### src/rtl/core/tccw_pkg.sv
// Shared types, codes and constants for the text console cell writer.
package tccw_pkg;

   // Screen geometry defaults
   localparam int SCREEN_COLUMNS_DEF = 80;
   localparam int SCREEN_ROWS_DEF    = 25;

   // Field widths
   localparam int CMD_W    = 2;
   localparam int CHAR_W   = 8;
   localparam int NUMBER_W = 32;
   localparam int ADDR_W   = 11;
   localparam int WORD_W   = 16;
   localparam int ATTR_W   = 8;
   localparam int ROW_W    = 5;
   localparam int COL_W    = 7;
   localparam int DIGIT_W  = 4;

   // Decimal conversion
   localparam int DIGITS_MAX               = 10;
   localparam int DIGIT_IDX_W              = 4;
   localparam logic [31:0] RECIP_TEN       = 32'hCCCC_CCCD;
   localparam int RECIP_SHIFT              = 35;

   // Command codes
   localparam logic [CMD_W-1:0] CMD_PUT   = 2'd0;
   localparam logic [CMD_W-1:0] CMD_PRINT = 2'd1;
   localparam logic [CMD_W-1:0] CMD_CLEAR = 2'd2;

   // Character codes
   localparam logic [CHAR_W-1:0] NEWLINE_CODE = 8'd10;
   localparam logic [CHAR_W-1:0] BLANK_CODE   = 8'd32;
   localparam logic [CHAR_W-1:0] ZERO_CODE    = 8'd48;
   localparam logic [CHAR_W-1:0] MINUS_CODE   = 8'd45;

   localparam logic [ATTR_W-1:0] ATTR_RESET = 8'h0F;

   typedef enum logic [2:0] {
      SEQ_IDLE,
      SEQ_PUT,
      SEQ_SIGN,
      SEQ_CONVERT,
      SEQ_DIGITS,
      SEQ_FILL
   } seq_state_type;

   typedef enum logic [1:0] {
      DIV_IDLE,
      DIV_MUL,
      DIV_SPLIT
   } div_state_type;

   typedef struct packed {
      logic                   done;
      logic [DIGIT_IDX_W-1:0] count;
   } div_status_type;

   typedef struct packed {
      logic put;
      logic newline;
      logic home;
   } cursor_cmd_type;

endpackage

### src/rtl/core/tccw_ifs.sv
// Valid/ready channel interfaces for request, response and attribute write.
interface tccw_req_if;
   logic                                valid;
   logic                                ready;
   logic [tccw_pkg::CMD_W-1:0]          cmd;
   logic [tccw_pkg::CHAR_W-1:0]         char_code;
   logic signed [tccw_pkg::NUMBER_W-1:0] number;

   modport source (output valid, output cmd, output char_code, output number, input ready);
   modport sink   (input valid, input cmd, input char_code, input number, output ready);
endinterface

interface tccw_rsp_if;
   logic                         valid;
   logic                         ready;
   logic [tccw_pkg::ADDR_W-1:0]  cell_address;
   logic [tccw_pkg::WORD_W-1:0]  cell_word;
   logic                         fill_all;
   logic                         last;

   modport source (output valid, output cell_address, output cell_word, output fill_all,
                   output last, input ready);
   modport sink   (input valid, input cell_address, input cell_word, input fill_all,
                   input last, output ready);
endinterface

interface tccw_csr_if;
   logic                         valid;
   logic                         ready;
   logic [tccw_pkg::ATTR_W-1:0]  text_attribute;

   modport source (output valid, output text_attribute, input ready);
   modport sink   (input valid, input text_attribute, output ready);
endinterface

### src/rtl/core/text_console_cell_writer_top.sv
// Top level of the text console cell writer: command sequencer and output register.
//
//   channel   | dir | transfer carries
//   ----------+-----+-----------------------------------------------
//   req_chan  | in  | cmd, char_code, number
//   rsp_chan  | out | cell_address, cell_word, fill_all, last
//   csr_chan  | in  | text_attribute (always ready)
//
// Put: the request is accepted in idle, then the put state loads the output register with
// the cell write once the slot is free, and the request side reopens with that load.
// A newline put sends nothing and only moves the cursor. Clear: one fill transfer.
// Print: the divide-by-ten unit makes each digit with one reciprocal multiply and one split;
// the sequencer then picks up the digit count and sends the digits, most significant first;
// the minus sign goes out while the divider runs.
// Synchronous active-high reset clears the cursor and sequencer and sets the attribute to 0x0F.
// A stalled rsp_chan holds the output register; the sequencer waits and no result drops.
module text_console_cell_writer_top #(
   parameter int SCREEN_COLUMNS = tccw_pkg::SCREEN_COLUMNS_DEF,
   parameter int SCREEN_ROWS    = tccw_pkg::SCREEN_ROWS_DEF
) (
   input  logic        clock,
   input  logic        reset,
   tccw_req_if.sink    req_chan,
   tccw_rsp_if.source  rsp_chan,
   tccw_csr_if.sink    csr_chan
);

   localparam int SCREEN_AREA = SCREEN_COLUMNS * SCREEN_ROWS;

   tccw_pkg::seq_state_type state_ff, state_in;

   // Latched request data
   logic [tccw_pkg::CHAR_W-1:0]       char_ff, char_in;
   logic [tccw_pkg::DIGIT_IDX_W-1:0]  idx_ff, idx_in;
   logic [tccw_pkg::ATTR_W-1:0]       attr_ff, attr_in;

   // Output register
   logic                              rsp_valid_ff, rsp_valid_in;
   logic [tccw_pkg::ADDR_W-1:0]       rsp_addr_ff;
   logic [tccw_pkg::WORD_W-1:0]       rsp_word_ff;
   logic                              rsp_fill_ff;
   logic                              rsp_last_ff;

   logic                              req_accept;
   logic                              slot_free;
   logic                              is_newline;
   logic [tccw_pkg::NUMBER_W-1:0]     num_bits;
   logic [tccw_pkg::NUMBER_W-1:0]     num_mag;

   // Sequencer outputs
   logic                              emit;
   logic [tccw_pkg::CHAR_W-1:0]       emit_char;
   logic                              emit_fill;
   logic                              emit_last;
   logic                              div_start;
   tccw_pkg::cursor_cmd_type          cursor_cmd;

   logic [tccw_pkg::ADDR_W-1:0]       cursor_addr;
   logic [tccw_pkg::DIGIT_W-1:0]      digit;
   tccw_pkg::div_status_type          div_status;

   assign req_chan.ready = (state_ff == tccw_pkg::SEQ_IDLE);
   assign req_accept     = req_chan.valid && req_chan.ready;
   assign csr_chan.ready = 1'b1;

   // Room for a new result: register empty or being drained this cycle
   assign slot_free  = !rsp_valid_ff || rsp_chan.ready;
   assign is_newline = (char_ff == tccw_pkg::NEWLINE_CODE);

   // Two's-complement magnitude; the most negative value stays 0x8000_0000
   assign num_bits = req_chan.number;
   assign num_mag  = num_bits[tccw_pkg::NUMBER_W-1] ? (~num_bits + 1'b1) : num_bits;

   tccw_div10 u_div10 (
      .clock    (clock),
      .reset    (reset),
      .start    (div_start),
      .value    (num_mag),
      .rd_index (idx_ff),
      .rd_digit (digit),
      .status   (div_status)
   );

   tccw_cursor #(
      .SCREEN_COLUMNS (SCREEN_COLUMNS),
      .SCREEN_ROWS    (SCREEN_ROWS)
   ) u_cursor (
      .clock        (clock),
      .reset        (reset),
      .cmd          (cursor_cmd),
      .cell_address (cursor_addr)
   );

   // Next state
   always_comb begin
      state_in = state_ff;
      unique case (state_ff)
         tccw_pkg::SEQ_IDLE: begin
            if (req_accept) begin
               unique case (req_chan.cmd)
                  tccw_pkg::CMD_PUT:   state_in = tccw_pkg::SEQ_PUT;
                  tccw_pkg::CMD_PRINT: state_in = num_bits[tccw_pkg::NUMBER_W-1]
                                                  ? tccw_pkg::SEQ_SIGN
                                                  : tccw_pkg::SEQ_CONVERT;
                  tccw_pkg::CMD_CLEAR: state_in = tccw_pkg::SEQ_FILL;
                  default:             state_in = tccw_pkg::SEQ_IDLE;
               endcase
            end
         end
         tccw_pkg::SEQ_PUT: begin
            if (is_newline || slot_free) state_in = tccw_pkg::SEQ_IDLE;
         end
         tccw_pkg::SEQ_SIGN: begin
            if (slot_free) state_in = tccw_pkg::SEQ_CONVERT;
         end
         tccw_pkg::SEQ_CONVERT: begin
            if (div_status.done) state_in = tccw_pkg::SEQ_DIGITS;
         end
         tccw_pkg::SEQ_DIGITS: begin
            if (slot_free && idx_ff == '0) state_in = tccw_pkg::SEQ_IDLE;
         end
         tccw_pkg::SEQ_FILL: begin
            if (slot_free) state_in = tccw_pkg::SEQ_IDLE;
         end
         default: state_in = tccw_pkg::SEQ_IDLE;
      endcase
   end

   // Sequencer outputs
   always_comb begin
      emit       = 1'b0;
      emit_char  = char_ff;
      emit_fill  = 1'b0;
      emit_last  = 1'b0;
      div_start  = 1'b0;
      cursor_cmd = '0;
      char_in    = char_ff;
      idx_in     = idx_ff;
      unique case (state_ff)
         tccw_pkg::SEQ_IDLE: begin
            if (req_accept) begin
               char_in   = req_chan.char_code;
               div_start = (req_chan.cmd == tccw_pkg::CMD_PRINT);
            end
         end
         tccw_pkg::SEQ_PUT: begin
            if (is_newline) begin
               cursor_cmd.newline = 1'b1;
            end else begin
               emit      = slot_free;
               emit_last = 1'b1;
            end
         end
         tccw_pkg::SEQ_SIGN: begin
            emit      = slot_free;
            emit_char = tccw_pkg::MINUS_CODE;
         end
         tccw_pkg::SEQ_CONVERT: begin
            // Start from the most significant digit
            if (div_status.done) idx_in = div_status.count - 1'b1;
         end
         tccw_pkg::SEQ_DIGITS: begin
            emit      = slot_free;
            emit_char = tccw_pkg::ZERO_CODE + tccw_pkg::CHAR_W'(digit);
            emit_last = (idx_ff == '0);
            if (slot_free && idx_ff != '0) idx_in = idx_ff - 1'b1;
         end
         tccw_pkg::SEQ_FILL: begin
            emit            = slot_free;
            emit_char       = tccw_pkg::BLANK_CODE;
            emit_fill       = 1'b1;
            emit_last       = 1'b1;
            cursor_cmd.home = slot_free;
         end
         default: ;
      endcase
      // Advance the cursor on every character written
      if (emit && !emit_fill) cursor_cmd.put = 1'b1;
   end

   assign rsp_valid_in = emit || (rsp_valid_ff && !rsp_chan.ready);
   assign attr_in      = (csr_chan.valid && csr_chan.ready) ? csr_chan.text_attribute : attr_ff;

   always_ff @(posedge clock) begin
      if (reset) begin
         state_ff     <= tccw_pkg::SEQ_IDLE;
         rsp_valid_ff <= 1'b0;
         attr_ff      <= tccw_pkg::ATTR_RESET;
      end else begin
         state_ff     <= state_in;
         rsp_valid_ff <= rsp_valid_in;
         attr_ff      <= attr_in;
      end
   end

   always_ff @(posedge clock) begin
      char_ff <= char_in;
      idx_ff  <= idx_in;
      if (emit) begin
         rsp_addr_ff <= emit_fill ? '0 : cursor_addr;
         rsp_word_ff <= {attr_ff, emit_char};
         rsp_fill_ff <= emit_fill;
         rsp_last_ff <= emit_last;
      end
   end

   assign rsp_chan.valid        = rsp_valid_ff;
   assign rsp_chan.cell_address = rsp_addr_ff;
   assign rsp_chan.cell_word    = rsp_word_ff;
   assign rsp_chan.fill_all     = rsp_fill_ff;
   assign rsp_chan.last         = rsp_last_ff;

`ifndef SYNTHESIS
   // A fill request always targets cell zero
   a_fill_addr: assert property (@(posedge clock) disable iff (reset)
      rsp_valid_ff && rsp_fill_ff |-> rsp_addr_ff == '0)
      else $error("fill transfer with nonzero address");

   // Character writes stay on the screen
   a_addr_range: assert property (@(posedge clock) disable iff (reset)
      rsp_valid_ff && !rsp_fill_ff |->
         (SCREEN_AREA > (1 << tccw_pkg::ADDR_W)) || (int'(rsp_addr_ff) < SCREEN_AREA))
      else $error("cell address beyond screen");

   // A real command leaves the request side closed in the cycle after it is accepted
   a_busy_after_accept: assert property (@(posedge clock) disable iff (reset)
      req_accept && (req_chan.cmd == tccw_pkg::CMD_PUT || req_chan.cmd == tccw_pkg::CMD_PRINT
                     || req_chan.cmd == tccw_pkg::CMD_CLEAR) |=> !req_chan.ready)
      else $error("request accepted back to back");

   // Digits are sent only after the conversion has finished
   a_digits_ready: assert property (@(posedge clock) disable iff (reset)
      state_ff == tccw_pkg::SEQ_DIGITS |-> div_status.done && div_status.count != '0)
      else $error("digit output before conversion done");
`endif

endmodule

### src/rtl/core/tccw_div10.sv
// Iterative divide-by-ten unit that splits a magnitude into decimal digits.
module tccw_div10 (
   input  logic                                clock,
   input  logic                                reset,
   input  logic                                start,
   input  logic [tccw_pkg::NUMBER_W-1:0]       value,
   input  logic [tccw_pkg::DIGIT_IDX_W-1:0]    rd_index,
   output logic [tccw_pkg::DIGIT_W-1:0]        rd_digit,
   output tccw_pkg::div_status_type            status
);

   tccw_pkg::div_state_type state_ff, state_in;

   logic [tccw_pkg::NUMBER_W-1:0]     mag_ff, mag_in;
   logic [2*tccw_pkg::NUMBER_W-1:0]   prod_ff;
   logic [tccw_pkg::DIGIT_IDX_W-1:0]  count_ff, count_in;
   logic                              done_ff, done_in;
   logic [tccw_pkg::DIGIT_W-1:0]      digit_ff [tccw_pkg::DIGITS_MAX];

   logic [tccw_pkg::NUMBER_W-1:0]     quot;
   logic [tccw_pkg::NUMBER_W-1:0]     quot_x10;
   logic [tccw_pkg::NUMBER_W-1:0]     rem;
   logic                              digit_we;

   // Quotient from the registered reciprocal product, remainder by shift-add
   assign quot     = tccw_pkg::NUMBER_W'(prod_ff[2*tccw_pkg::NUMBER_W-1:tccw_pkg::RECIP_SHIFT]);
   assign quot_x10 = (quot << 3) + (quot << 1);
   assign rem      = mag_ff - quot_x10;

   always_comb begin
      state_in = state_ff;
      unique case (state_ff)
         tccw_pkg::DIV_IDLE:  if (start) state_in = tccw_pkg::DIV_MUL;
         tccw_pkg::DIV_MUL:   state_in = tccw_pkg::DIV_SPLIT;
         tccw_pkg::DIV_SPLIT: state_in = (quot == '0) ? tccw_pkg::DIV_IDLE : tccw_pkg::DIV_MUL;
         default:             state_in = tccw_pkg::DIV_IDLE;
      endcase
   end

   always_comb begin
      mag_in   = mag_ff;
      count_in = count_ff;
      done_in  = done_ff;
      digit_we = 1'b0;
      unique case (state_ff)
         tccw_pkg::DIV_IDLE: begin
            if (start) begin
               mag_in   = value;
               count_in = '0;
               done_in  = 1'b0;
            end
         end
         tccw_pkg::DIV_SPLIT: begin
            digit_we = 1'b1;
            mag_in   = quot;
            count_in = count_ff + 1'b1;
            if (quot == '0) done_in = 1'b1;
         end
         default: ;
      endcase
   end

   always_ff @(posedge clock) begin
      if (reset) begin
         state_ff <= tccw_pkg::DIV_IDLE;
         done_ff  <= 1'b0;
         count_ff <= '0;
      end else begin
         state_ff <= state_in;
         done_ff  <= done_in;
         count_ff <= count_in;
      end
   end

   always_ff @(posedge clock) begin
      mag_ff  <= mag_in;
      prod_ff <= (2*tccw_pkg::NUMBER_W)'(mag_ff) * (2*tccw_pkg::NUMBER_W)'(tccw_pkg::RECIP_TEN);
      if (digit_we) digit_ff[count_ff] <= rem[tccw_pkg::DIGIT_W-1:0];
   end

   assign rd_digit     = digit_ff[rd_index];
   assign status.done  = done_ff;
   assign status.count = count_ff;

endmodule

### src/rtl/core/tccw_cursor.sv
// Cursor row/column registers with wrap and cell address generation.
module tccw_cursor #(
   parameter int SCREEN_COLUMNS = tccw_pkg::SCREEN_COLUMNS_DEF,
   parameter int SCREEN_ROWS    = tccw_pkg::SCREEN_ROWS_DEF
) (
   input  logic                          clock,
   input  logic                          reset,
   input  tccw_pkg::cursor_cmd_type      cmd,
   output logic [tccw_pkg::ADDR_W-1:0]   cell_address
);

   localparam int BASE_W = tccw_pkg::ROW_W + tccw_pkg::COL_W;
   localparam logic [tccw_pkg::COL_W:0] COL_LIMIT  = (tccw_pkg::COL_W+1)'(SCREEN_COLUMNS);
   localparam logic [tccw_pkg::ROW_W:0] ROW_LIMIT  = (tccw_pkg::ROW_W+1)'(SCREEN_ROWS);
   localparam logic [BASE_W-1:0]        COL_STRIDE = BASE_W'(SCREEN_COLUMNS);

   logic [tccw_pkg::ROW_W-1:0] row_ff, row_in;
   logic [tccw_pkg::COL_W-1:0] col_ff, col_in;
   logic [tccw_pkg::COL_W:0]   col_next;
   logic [tccw_pkg::ROW_W:0]   row_next;
   logic [tccw_pkg::ROW_W-1:0] row_adv;
   logic [BASE_W-1:0]          row_base;
   logic [BASE_W-1:0]          addr_sum;

   assign col_next = {1'b0, col_ff} + 1'b1;
   assign row_next = {1'b0, row_ff} + 1'b1;
   assign row_adv  = (row_next >= ROW_LIMIT) ? '0 : row_next[tccw_pkg::ROW_W-1:0];

   always_comb begin
      row_in = row_ff;
      col_in = col_ff;
      if (cmd.home) begin
         row_in = '0;
         col_in = '0;
      end else if (cmd.newline) begin
         row_in = row_adv;
         col_in = '0;
      end else if (cmd.put) begin
         if (col_next >= COL_LIMIT) begin
            row_in = row_adv;
            col_in = '0;
         end else begin
            col_in = col_next[tccw_pkg::COL_W-1:0];
         end
      end
   end

   always_ff @(posedge clock) begin
      if (reset) begin
         row_ff <= '0;
         col_ff <= '0;
      end else begin
         row_ff <= row_in;
         col_ff <= col_in;
      end
   end

   assign row_base     = BASE_W'(row_ff) * COL_STRIDE;
   assign addr_sum     = row_base + BASE_W'(col_ff);
   assign cell_address = addr_sum[tccw_pkg::ADDR_W-1:0];

endmodule
### src/flat_wrapper.sv
// flat-port wrapper written by rule: the top's interface ports become plain ports
module text_console_cell_writer_top_flat 
#(
   parameter int SCREEN_COLUMNS = tccw_pkg::SCREEN_COLUMNS_DEF,
   parameter int SCREEN_ROWS    = tccw_pkg::SCREEN_ROWS_DEF
)
  (clock, reset, req_chan_valid, req_chan_cmd, req_chan_char_code, req_chan_number, req_chan_ready, rsp_chan_valid, rsp_chan_cell_address, rsp_chan_cell_word, rsp_chan_fill_all, rsp_chan_last, rsp_chan_ready, csr_chan_valid, csr_chan_text_attribute, csr_chan_ready);
  tccw_req_if req_chan_i ();
  tccw_rsp_if rsp_chan_i ();
  tccw_csr_if csr_chan_i ();
  input  logic clock;
  input  logic reset;
  input wire logic [$bits(req_chan_i.valid)-1:0] req_chan_valid;
  input wire logic [$bits(req_chan_i.cmd)-1:0] req_chan_cmd;
  input wire logic [$bits(req_chan_i.char_code)-1:0] req_chan_char_code;
  input wire logic [$bits(req_chan_i.number)-1:0] req_chan_number;
  output wire logic [$bits(req_chan_i.ready)-1:0] req_chan_ready;
  output wire logic [$bits(rsp_chan_i.valid)-1:0] rsp_chan_valid;
  output wire logic [$bits(rsp_chan_i.cell_address)-1:0] rsp_chan_cell_address;
  output wire logic [$bits(rsp_chan_i.cell_word)-1:0] rsp_chan_cell_word;
  output wire logic [$bits(rsp_chan_i.fill_all)-1:0] rsp_chan_fill_all;
  output wire logic [$bits(rsp_chan_i.last)-1:0] rsp_chan_last;
  input wire logic [$bits(rsp_chan_i.ready)-1:0] rsp_chan_ready;
  input wire logic [$bits(csr_chan_i.valid)-1:0] csr_chan_valid;
  input wire logic [$bits(csr_chan_i.text_attribute)-1:0] csr_chan_text_attribute;
  output wire logic [$bits(csr_chan_i.ready)-1:0] csr_chan_ready;
  assign req_chan_i.valid = req_chan_valid;
  assign req_chan_i.cmd = req_chan_cmd;
  assign req_chan_i.char_code = req_chan_char_code;
  assign req_chan_i.number = req_chan_number;
  assign req_chan_ready = req_chan_i.ready;
  assign rsp_chan_valid = rsp_chan_i.valid;
  assign rsp_chan_cell_address = rsp_chan_i.cell_address;
  assign rsp_chan_cell_word = rsp_chan_i.cell_word;
  assign rsp_chan_fill_all = rsp_chan_i.fill_all;
  assign rsp_chan_last = rsp_chan_i.last;
  assign rsp_chan_i.ready = rsp_chan_ready;
  assign csr_chan_i.valid = csr_chan_valid;
  assign csr_chan_i.text_attribute = csr_chan_text_attribute;
  assign csr_chan_ready = csr_chan_i.ready;
  text_console_cell_writer_top #(.SCREEN_COLUMNS(SCREEN_COLUMNS), .SCREEN_ROWS(SCREEN_ROWS)) u_core (.clock(clock), .reset(reset), .req_chan(req_chan_i), .rsp_chan(rsp_chan_i), .csr_chan(csr_chan_i));
endmodule
### config.mk
export PLATFORM = sky130hd
export DESIGN_NAME = text_console_cell_writer_top_flat
export DESIGN_NICKNAME = d
export VERILOG_FILES = /design/src/rtl/core/tccw_pkg.sv /design/src/rtl/core/tccw_ifs.sv /design/src/rtl/core/text_console_cell_writer_top.sv /design/src/rtl/core/tccw_div10.sv /design/src/rtl/core/tccw_cursor.sv /design/src/flat_wrapper.sv
export SDC_FILE = /design/constraint.sdc
export NUM_CORES = 1
export LEC_CHECK = 0
export BUFFER_PORTS_ARGS = -buffer_cell sky130_fd_sc_hd__buf_2
export CAP_MARGIN = 20
export CORE_ASPECT_RATIO = 1.4
export CORE_MARGIN = 2
export CORE_UTILIZATION = 45
export DETAILED_ROUTE_END_ITERATION = 7
export HOLD_SLACK_MARGIN = 0.05
export PLACE_DENSITY_LB_ADDON = 0.2
export SETUP_SLACK_MARGIN = 0.05
export SYNTH_ARGS = -nofsm -noshare
export SYNTH_HDL_FRONTEND = slang
export SYNTH_SLANG_ARGS = --single-unit
### constraint.sdc
create_clock -name clock -period 10.85 [get_ports clock]
set_input_delay 1.6275 -clock clock [delete_from_list [all_inputs] [get_ports clock]]
set_output_delay 1.6275 -clock clock [all_outputs]
set_load 0.02 [all_outputs]
==> results of run 1 <==
-- critical path, delay by kind of cell, from the launching register on --
| kind | cells | cell delay [ns] |
|---|---|---|
| adders and majority gates | 9 | 4.03 |
| xor gates and xnor gates | 2 | 0.33 |
| and+or+nand+nor | 5 | 1.71 |
| buffers and inverters | 2 | 0.10 |
| DFF | 1 | 0.86 |
| AOI/OAI and AO/OA | 4 | 1.74 |
-- cells in the mapped netlist (5+ instances only) --
master and number:
nor4_1 10, xnor2_1 52, nand4_1 19, xor2_1 69, a21o_1 38, nor2b_1 25
a21oi_1 85, o211ai_1 6, o31ai_1 8, inv_1 562, and2_1 23, and3_1 13
nand3_1 30, nand2b_1 9, nor3b_1 5, o21bai_1 6, a221oi_1 5, a211o_1 6
edfxtp_1 113, mux4_2 8, o21ai_0 84, dfxtp_1 64, ha_1 368, clkbuf_1 29
mux2i_1 16, nand2_1 111, or2_2 6, fa_1 389, o21a_1 7, mux2_2 6
nor3_1 19, nor2_1 71
-- metal layers --
layer  global-route usage  wire [um]  vias to the layer above  part of all wire
met5                    0          0                        -                 0
met4                0.181       5870                        0             0.081
met3               0.0266       1760                      162             0.024
met2                0.495      38500                      352              0.54
met1                0.276      25900                     8364              0.36
li1                     -          -                     7691                 -
-- flip-flops by register name, indices dropped and copies added, names as in the netlist, 3 cells and up, named ones only --
name                          cells
u_core.u_div10.mag_ff            32
u_core.rsp_chan.cell_address     11
u_core.attr_ff                    8
u_core.idx_ff                     4
u_core.u_cursor.col_ff            7
u_core.u_div10.count_ff           4
u_core.u_div10.prod_ff           29
u_core.u_div10.digit_ff          40
u_core.u_cursor.row_ff            5
u_core.rsp_chan.cell_word        16
u_core.state_ff                   3
u_core.char_ff                    8
-- final timing paths --
check                                               from                       endpoint
worst max-delay path            u_core.u_div10.mag_ff[0]     u_core.u_div10.prod_ff[60]
worst min-delay path                   u_core.attr_ff[6]  u_core.rsp_chan.cell_word[14]
worst max register to register  u_core.u_div10.mag_ff[0]     u_core.u_div10.prod_ff[60]
worst min register to register         u_core.attr_ff[6]  u_core.rsp_chan.cell_word[14]
-- through the flow --
step	area (um^2)	hold WS (ns)	cells	util
finish	26300	0.425	3149	0.488
global route	26300	0.436	3149	0.488
CTS	26300	0.432	3148	0.487
detailed placement	25700	0.417	3116	0.476
global placement	25700	0.403	3115	0.476
floorplan	24500	0.401	2339	-
-- cells in the final DEF, fill, tap and decap left out, drive strengths merged, types with 6 or more instances in the layout --
cell type	count
xor2	69
inv	571
mux2	6
o21ai	87
mux4	8
buf	92
o211ai	6
a21oi	85
or3	9
nand2b	9
clkinv	7
nor2b	25
o31ai	9
a211o	6
a21o	38
xnor2	52
clkbuf	17
nand3	31
nor3	20
and2	23
nor2	71
nor4	11
and3	13
nand4	19
edfxtp	113
mux2i	16
dfxtp	64
or2	6
nand2	111
ha	368
fa	389
o21bai	6
o21a	7
-- kinds of logic (layout without fill, tap and decap cells) --
kind of cell,Yosys count,after routing,share of synthesized area
compound gates,289,289,0.0737
xor+xnor,121,121,0.0433
fa+ha+maj,757,757,0.506
buf+inv,598,687,0.0928
flops,177,177,0.191
mux,30,30,0.0167
other cells,1,1,0.000153
simple gates,366,366,0.0762
-- area by class of cell --
type / instances / area (um^2) / share of cell area
multi-input cells: 1564 / 17500 / 0.667
clock buffers: 17 / 425 / 0.0162
repair buffers: 92 / 495 / 0.0188
inverters: 563 / 2110 / 0.0803
flip-flops and latches: 177 / 4670 / 0.178
well taps: 721 / 902 / 0.0343
clock inverters: 15 / 159 / 0.00604
==> reports/results.ini, run 1 <==
[outcome]
status=finished clean

[clock_network]
cts_inserted_buffers=17
cts_setup_buffers=0
cts_tree=yes
clkSlewWorstSetupHoldPaths_ns=0.07
cts_hold_buf=0
cts_resized=0
cts_max_level=4
cts.sinks=177
clk_latency_ns=0.46
clockBufferDepth=2
root_buffer=clkbuf_16

[sta]
setup_tns_ns=0
worstMarginPinSlew_ns=1.36
max_freq_mhz=112
rsz0062_at_grt=false
fin_crit_sh=0.820
fin_crit_ns=8.90
worst_slack_ns=1.95
final-hold-violation-count=0
finalSetupViolCount=0
clock_skew_ns=0.0236
max-slew-margin-rel=0.0934
report.final.slew_viol_count=0

[min_path]
hold_path_depth=0
hold_class=flop to flop

[routing]
drtPass1Iterations=5
drt_wl_total_um=72000
drc=0
ant_nets=0
wl_per_cell_um=22.9
drtIter0Drc=680
vias=16600
routed_via_density=5.26

[yosys]
ys.warnings.count=0
synth_edf_count=113
netlist_top_cells_area=fa_1, ha_1, edfxtp_1
yosys_most_used_dff=edfxtp_1
netlist_instances=2339
syn-cell-area_um2=24500
synth_top_area_frac=0.318
synth_seq_cells=177
synth_cell_types=72
syn_avg_cell_area_um2=10.5
postSynth.asyncResetShare=0
synth_nets=3151
synth-seq-area-share=0.191
yosysTopAreaCell=fa_1

[worst_setup_path]
cpMostUsedCell=fa_1
rrSetupSlack_ns=1.95
end_kind=flop
crit_arrival_ns=9.23
cp_cell_sequence=ha_1 -> xor2_1 -> ha_1 -> or2_2 -> fa_1 -> fa_1 -> fa_1 -> fa_1 -> fa_1 -> inv_1 -> fa_1 -> inv_1 -> ha_1 -> nand4_1 -> nor3_1 -> nand4_1 -> a221oi_1 -> o21ai_0 -> and2_1 -> o21bai_1 -> a21oi_1 -> xnor2_1
reg2regPathDepth=22
worstPathRequired_ns=11.18
slowest_stage=a221oi_1
critPathMaxStageDelay_ns=1.07
path_max_fanout=9
worstSetupPathType=flop to flop
cp-start-kind=flop

[job]
maxCapViolations=0

[floorplanning]
ios=87
die_w_um=201
die_area_um2=56300
core_um2=54000
start_util=0.454
rows=101
die_y_um=280

[place]
pre_cts_slack_ns=2.02
routabilityCongestion=1.01
dp.final_hpwl_um=64500
port-buffer-count=85

[grt]
grt_pass1_vias=18200
grt_max_degree=65
grt_pass1_wl_um=108000
grtUsageTotal=0.263
grt_overflow=0
antenna_found_initial=0

[layout]
area_delta_synth_final_pct=7.49
fin_nets=3227
diodes=0
fillCellCount=5066
drive_gt1_frac=0.0655

Power of run 1 is not shown: default switching activity piles up to over one toggle a cycle in this logic, so the estimate is an artifact.
==> run 2, diff against run 1 <==
==> constraint.sdc (replaced) <==
create_clock -name clock -period 8.3 [get_ports clock]
set_input_delay 1.245 -clock clock [delete_from_list [all_inputs] [get_ports clock]]
set_output_delay 1.245 -clock clock [all_outputs]
set_load 0.02 [all_outputs]
==> reports/results.ini, run 2 (same netlist as run 1, synthesis figures left out) <==
[layout]
largest-register=u_core.u_div10.digit_ff
drive_gt1_frac=0.0807  ; +0.0152
largest_reg_flops=40  ; unchanged
multiInputGateArea_um2=17600  ; about the same
largestRegisters=u_core.u_div10.digit_ff (40), u_core.u_div10.mag_ff (32), u_core.u_div10.prod_ff (29)
final_cell_mix=inv_1, fa_1, ha_1, edfxtp_1, nand2_1
mostFrequentLayoutCell=inv_1
fillCellCount=5048  ; -0.36%
area_delta_synth_final_pct=8.62
fin_nets=3266  ; +1.2%
seqCellArea_um2=4670  ; unchanged
final_core_util=0.493  ; +0.00512

[job]
maxCapViolations=0  ; unchanged

[worst_setup_path]
reg2regPathDepth=22  ; unchanged
cp-start-kind=flop
crit_end=u_core.u_div10.prod_ff[57]
end_kind=flop
rrSetupSlack_ns=0.40  ; -1.55 ns
critPathMaxStageDelay_ns=0.76  ; -0.31 ns
cp_cell_sequence=ha_1 -> inv_1 -> fa_1 -> inv_1 -> fa_1 -> inv_1 -> fa_1 -> inv_1 -> fa_1 -> fa_1 -> fa_1 -> fa_1 -> ha_1 -> nand4_1 -> nor3_2 -> nand4_1 -> a221oi_1 -> buf_4 -> o21ai_0 -> and2_1 -> o41a_1 -> xnor2_1
worstSetupPathType=flop to flop
crit_arrival_ns=8.24  ; -0.99 ns
cp-startpoint=u_core.u_div10.mag_ff[9]
slowest_stage=edfxtp_1
r2r-end=u_core.u_div10.prod_ff[57]
path_max_fanout=6  ; -3
cpMostUsedCell=fa_1
reg2reg_from=u_core.u_div10.mag_ff[9]
worstPathRequired_ns=8.64  ; -2.54 ns

[place]
dp.final_hpwl_um=65900  ; +2.2%
port-buffer-count=85  ; unchanged
routabilityCongestion=1.03  ; +2.6%
pre_cts_slack_ns=-0.124  ; -2.14 ns

[grt]
grt_max_degree=65  ; unchanged
grt_pass1_vias=18500  ; +2.0%
grtUsageTotal=0.270  ; +0.00706
antenna_found_initial=1  ; +1
grt_overflow=0  ; unchanged
grt_pass1_wl_um=111000  ; +2.3%

[routing]
vias=16700  ; +0.91%
drtIter0Drc=656  ; -3.5%
drc=0  ; unchanged
drt_wl_total_um=73600  ; +2.2%
ant_nets=0  ; unchanged
wl_per_cell_um=23.1  ; +0.89%
drtPass1Iterations=5  ; unchanged
routed_via_density=5.24  ; -0.35%

[floorplanning]
start_util=0.454  ; unchanged
die_w_um=201  ; unchanged
die_area_um2=56300  ; unchanged
rows=101  ; unchanged
core_um2=54000  ; unchanged
ios=87  ; unchanged
die_y_um=280  ; unchanged

[sta]
worstMarginPinSlew_ns=1.08  ; -0.275 ns
final-hold-violation-count=0  ; unchanged
fin_crit_sh=0.951  ; +0.131
rsz0062_at_grt=false
finalSetupViolCount=0  ; unchanged
report.final.slew_viol_count=0  ; unchanged
max_freq_mhz=127  ; +13%
max-slew-margin-rel=0.269  ; +0.176
worst_slack_ns=0.403  ; -1.55 ns
clock_skew_ns=0.0262  ; +0.00256 ns
fin_crit_ns=7.90  ; -1.00 ns

[min_path]
hold_class=flop to flop
hold_path_depth=0  ; unchanged

[clock_network]
cts_inserted_buffers=17  ; unchanged
clk_latency_ns=0.46  ; about the same
clkSlewWorstSetupHoldPaths_ns=0.08  ; about the same
cts_max_level=4  ; unchanged
cts_hold_buf=0  ; unchanged
cts.sinks=177  ; unchanged
cts_tree=yes
clockBufferDepth=2  ; unchanged
root_buffer=clkbuf_16

[outcome]
status=finished clean

## run 2: area by class of cell
type                       instances  share of cell area
multi-input combinational       1564               0.660
sequential                       177               0.176
clock inverter                    14             0.00541
timing repair buffer             131              0.0289
antenna                            1           0.0000941
inverter                         563              0.0795
tap                              721              0.0339
clock buffer                      18              0.0161
## run 2: stage by stage
stage / std cells / TNS (ns) / hold slack [ns] / area [um^2]
floorplan: 2339 / 0 / 0.401 / 24500
global placement: 3153 / -0.833 / 0.402 / 26000
detailed placement: 3154 / -0.458 / 0.406 / 26000
CTS: 3186 / 0 / 0.418 / 26600
global route: 3188 / 0 / 0.428 / 26600
finish: 3189 / 0 / 0.414 / 26600
## run 2: how the worst min path moves through the flow
stage	end	slack, ns	from
floorplan	u_core.rsp_chan.cell_word[10]	0.40	u_core.attr_ff[2]
finish	u_core.rsp_chan.cell_word[10]	0.41	u_core.attr_ff[2]
global route	u_core.rsp_chan.cell_word[10]	0.43	u_core.attr_ff[2]
CTS	u_core.rsp_chan.cell_word[10]	0.42	u_core.attr_ff[2]
global placement	u_core.rsp_chan.cell_word[8]	0.40	u_core.attr_ff[0]
detailed placement	u_core.rsp_chan.cell_word[10]	0.41	u_core.attr_ff[2]
## run 2: timing repair
item | in CTS | in global routing
gates cloned | 0 | 0
setup buffers | 0 | 2
pin swaps | 0 | 1
setup endpoints to repair | 8 | 9
gates resized for setup | 2 | 0
## run 2: critical path: cells and delay by family (launching register included)
kind / cells / cell delay [ns]
XOR/XNOR: 1 / 0.13
AND/OR/NAND/NOR: 4 / 1.09
adder cells (fa/ha/maj): 9 / 4.32
flip-flops: 1 / 0.76
buffers and inverters: 5 / 0.66
AO/OA/AOI/OAI: 3 / 0.82
## run 2: per-layer routing
| layer | vias to the layer above | track usage | share of wire | wire (um) |
|---|---|---|---|---|
| li1 | 7754 | - | - | - |
| met1 | 8404 | 0.273 | 0.34 | 25100 |
| met2 | 370 | 0.493 | 0.53 | 38700 |
| met3 | 190 | 0.0304 | 0.028 | 2080 |
| met4 | 2 | 0.238 | 0.10 | 7670 |
| met5 | - | 0 | 0.00018 | 13 |
Power of run 2 is left out for the same reason.
==> run 3, diff against run 2 <==
--- a/config.mk
+++ b/config.mk
@@ -8,7 +8,6 @@
 export BUFFER_PORTS_ARGS = -buffer_cell sky130_fd_sc_hd__buf_2
 export CAP_MARGIN = 20
 export CORE_ASPECT_RATIO = 1.4
-export CORE_MARGIN = 2
 export CORE_UTILIZATION = 45
 export DETAILED_ROUTE_END_ITERATION = 7
 export HOLD_SLACK_MARGIN = 0.05
==> reports/results.ini, run 3 (same netlist as run 1, synthesis figures left out) <==
[outcome]
status=finished clean

[layout]
diodes=0  ; -1
mostFrequentLayoutCell=inv_1
final_cell_mix=inv_1, fa_1, ha_1, edfxtp_1, nand2_1
largest-register=u_core.u_div10.digit_ff
largest_reg_flops=40  ; unchanged
seqCellArea_um2=4670  ; unchanged
fin_nets=3275  ; +0.28%
multiInputGateArea_um2=17600  ; +0.12%
largestRegisters=u_core.u_div10.digit_ff (40), u_core.u_div10.mag_ff (32), u_core.u_div10.prod_ff (29)
drive_gt1_frac=0.0868  ; +0.00617
final-instance-count-excl-fill=3190  ; +0.031%
fillCellCount=4946  ; -2.0%
area_delta_synth_final_pct=9.23

[clock_network]
cts_tree=yes
root_buffer=clkbuf_16
clockBufferDepth=2  ; unchanged
clkSlewWorstSetupHoldPaths_ns=0.08  ; about the same
cts_max_level=4  ; unchanged
clk_latency_ns=0.45  ; about the same
cts_inserted_buffers=17  ; unchanged
cts.sinks=177  ; unchanged
cts_hold_buf=0  ; unchanged

[worst_setup_path]
worstSetupPathType=flop to flop
cp_cell_sequence=ha_1 -> inv_1 -> fa_1 -> inv_1 -> fa_1 -> fa_1 -> fa_1 -> fa_1 -> fa_1 -> fa_1 -> ha_1 -> nand4_1 -> buf_4 -> nor3_4 -> nand4_1 -> a221oi_1 -> buf_4 -> o21ai_0 -> and2_1 -> o41a_1 -> xnor2_1
r2r-end=u_core.u_div10.prod_ff[57]
path_max_fanout=6  ; unchanged
cp-start-kind=flop
rrSetupSlack_ns=0.21  ; -0.19 ns
cp.depth=21  ; -4.5%
crit_arrival_ns=8.43  ; +0.19 ns
reg2regPathDepth=21  ; -4.5%
critPathMaxStageDelay_ns=0.65  ; -0.11 ns
reg2reg_from=u_core.u_div10.mag_ff[15]
path_buf_inv=4  ; -1
end_kind=flop
slowest_stage=fa_1
cpMostUsedCell=fa_1
worstPathRequired_ns=8.64  ; about the same
critical-path-top-delay-family=adder cells

[sta]
clock_skew_ns=0.0186  ; -0.00758 ns
finalSetupViolCount=0  ; unchanged
final-hold-violation-count=0  ; unchanged
fin_crit_ns=8.09  ; +0.190 ns
max-slew-margin-rel=0.400  ; +0.130
worstMarginPinSlew_ns=0.894  ; -0.190 ns
fin_crit_sh=0.974  ; +0.0228
report.final.slew_viol_count=0  ; unchanged
rsz0062_at_grt=false
hold_ws_ns=0.435  ; +0.0211 ns
max_freq_mhz=124  ; -2.3%

[place]
dp.cells=3147  ; -0.22%
port-buffer-count=85  ; unchanged
dp.final_hpwl_um=65800  ; -0.16%
routabilityCongestion=1.03  ; about the same

[floorplanning]
die_w_um=199  ; -0.99%
die_area_um2=55300  ; -1.7%
start_util=0.458  ; +0.00454
ios=87  ; unchanged
rows=100  ; -0.99%
die_y_um=278  ; -0.71%
core_um2=53400  ; -0.99%

[min_path]
min-delay-start=u_core.attr_ff[3]
hold_class=flop to flop
holdPathEnd=u_core.rsp_chan.cell_word[11]
hold_path_depth=0  ; unchanged

[grt]
grt_pass1_vias=18800  ; +1.3%
grt.met2_usage=0.521  ; +0.0280
grt_overflow=0  ; unchanged
grtUsageMet1=0.302  ; +0.0293
grt_max_degree=65  ; unchanged
grt.busiest_layer=met2
grtUsageTotal=0.281  ; +0.0109
grt_pass1_wl_um=112000  ; +1.3%
antenna_found_initial=0  ; -1
met3_usage=0.0280  ; -0.00237

[routing]
drtPass1Iterations=8  ; +3
vias=16800  ; +0.74%
drtIter0Drc=874  ; +33%
ant_nets=0  ; unchanged
drt_wl_total_um=73700  ; +0.14%
routed_via_density=5.28  ; +0.70%
wl_per_cell_um=23.1  ; +0.11%
drc=0  ; unchanged

[job]
maxCapViolations=0  ; unchanged

[run 3: cell types whose count changed in the layout (fill, tap and decap cells not counted), moves of 2 or more]
| cell | previous run | this run |
|---|---|---|
| inv_6 | 5 | 2 |
| inv_8 | 2 | 4 |
| ha_2 | 0 | 6 |
| clkinv_8 | 2 | 4 |
| buf_4 | 45 | 52 |
| ha_1 | 368 | 362 |
[run 3: worst max path at each step]
stage | startpoint | to | slack (ns)
2_1_floorplan | u_core.u_div10.mag_ff[11] | u_core.u_div10.prod_ff[63] | 1.50
3_3_place_gp | u_core.u_div10.mag_ff[1] | u_core.u_div10.prod_ff[57] | -0.67
3_5_place_dp | u_core.u_div10.mag_ff[1] | u_core.u_div10.prod_ff[54] | -0.51
4_1_cts | u_core.u_div10.mag_ff[1] | u_core.u_div10.prod_ff[57] | 0.21
5_1_grt | u_core.u_div10.mag_ff[18] | u_core.u_div10.prod_ff[54] | 0.06
6_report | u_core.u_div10.mag_ff[15] | u_core.u_div10.prod_ff[57] | 0.21
[run 3: worst register-to-register path: cells and delay by family (launching register included)]
family | cells | cell delay (ns)
xor+xnor | 1 | 0.13
flops | 1 | 0.60
buf+inv | 4 | 0.72
compound gates | 3 | 1.03
simple gates | 4 | 0.93
fa+ha+maj | 9 | 4.57
[run 3: cell type report]
| class | instances | area share |
|---|---|---|
| Timing Repair Buffer | 140 | 0.0316 |
| Clock buffer | 17 | 0.0159 |
| Tap cell | 714 | 0.0334 |
| Inverter | 563 | 0.0790 |
| Multi-Input combinational cell | 1564 | 0.657 |
| Sequential cell | 177 | 0.175 |
| Clock inverter | 15 | 0.00777 |
[run 3: routing by layer]
layer | routed length (um) | vias to the layer above
met5 | 0 | -
met4 | 5500 | 0
met3 | 1960 | 191
met2 | 40000 | 389
met1 | 26200 | 8487
li1 | - | 7776
[run 3: repair_timing]
| item | 4_1_cts | 5_1_grt |
|---|---|---|
| setup buffers | 2 | 8 |
| endpoints found under the setup margin | 13 | 4 |
| gates resized for setup | 2 | 7 |
| pin swaps | 1 | 0 |
[run 3: metrics by stage]
stage / TNS, ns / cell area, um^2 / util / setup slack, ns
floorplan: 0 / 24500 / - / 1.50
global placement: -5.80 / 26000 / 0.486 / -0.673
detailed placement: -4.02 / 26000 / 0.486 / -0.506
CTS: 0 / 26600 / 0.499 / 0.213
global route: 0 / 26700 / 0.500 / 0.0561
finish: 0 / 26700 / 0.500 / 0.214
Power of run 3 is left out for the same reason.
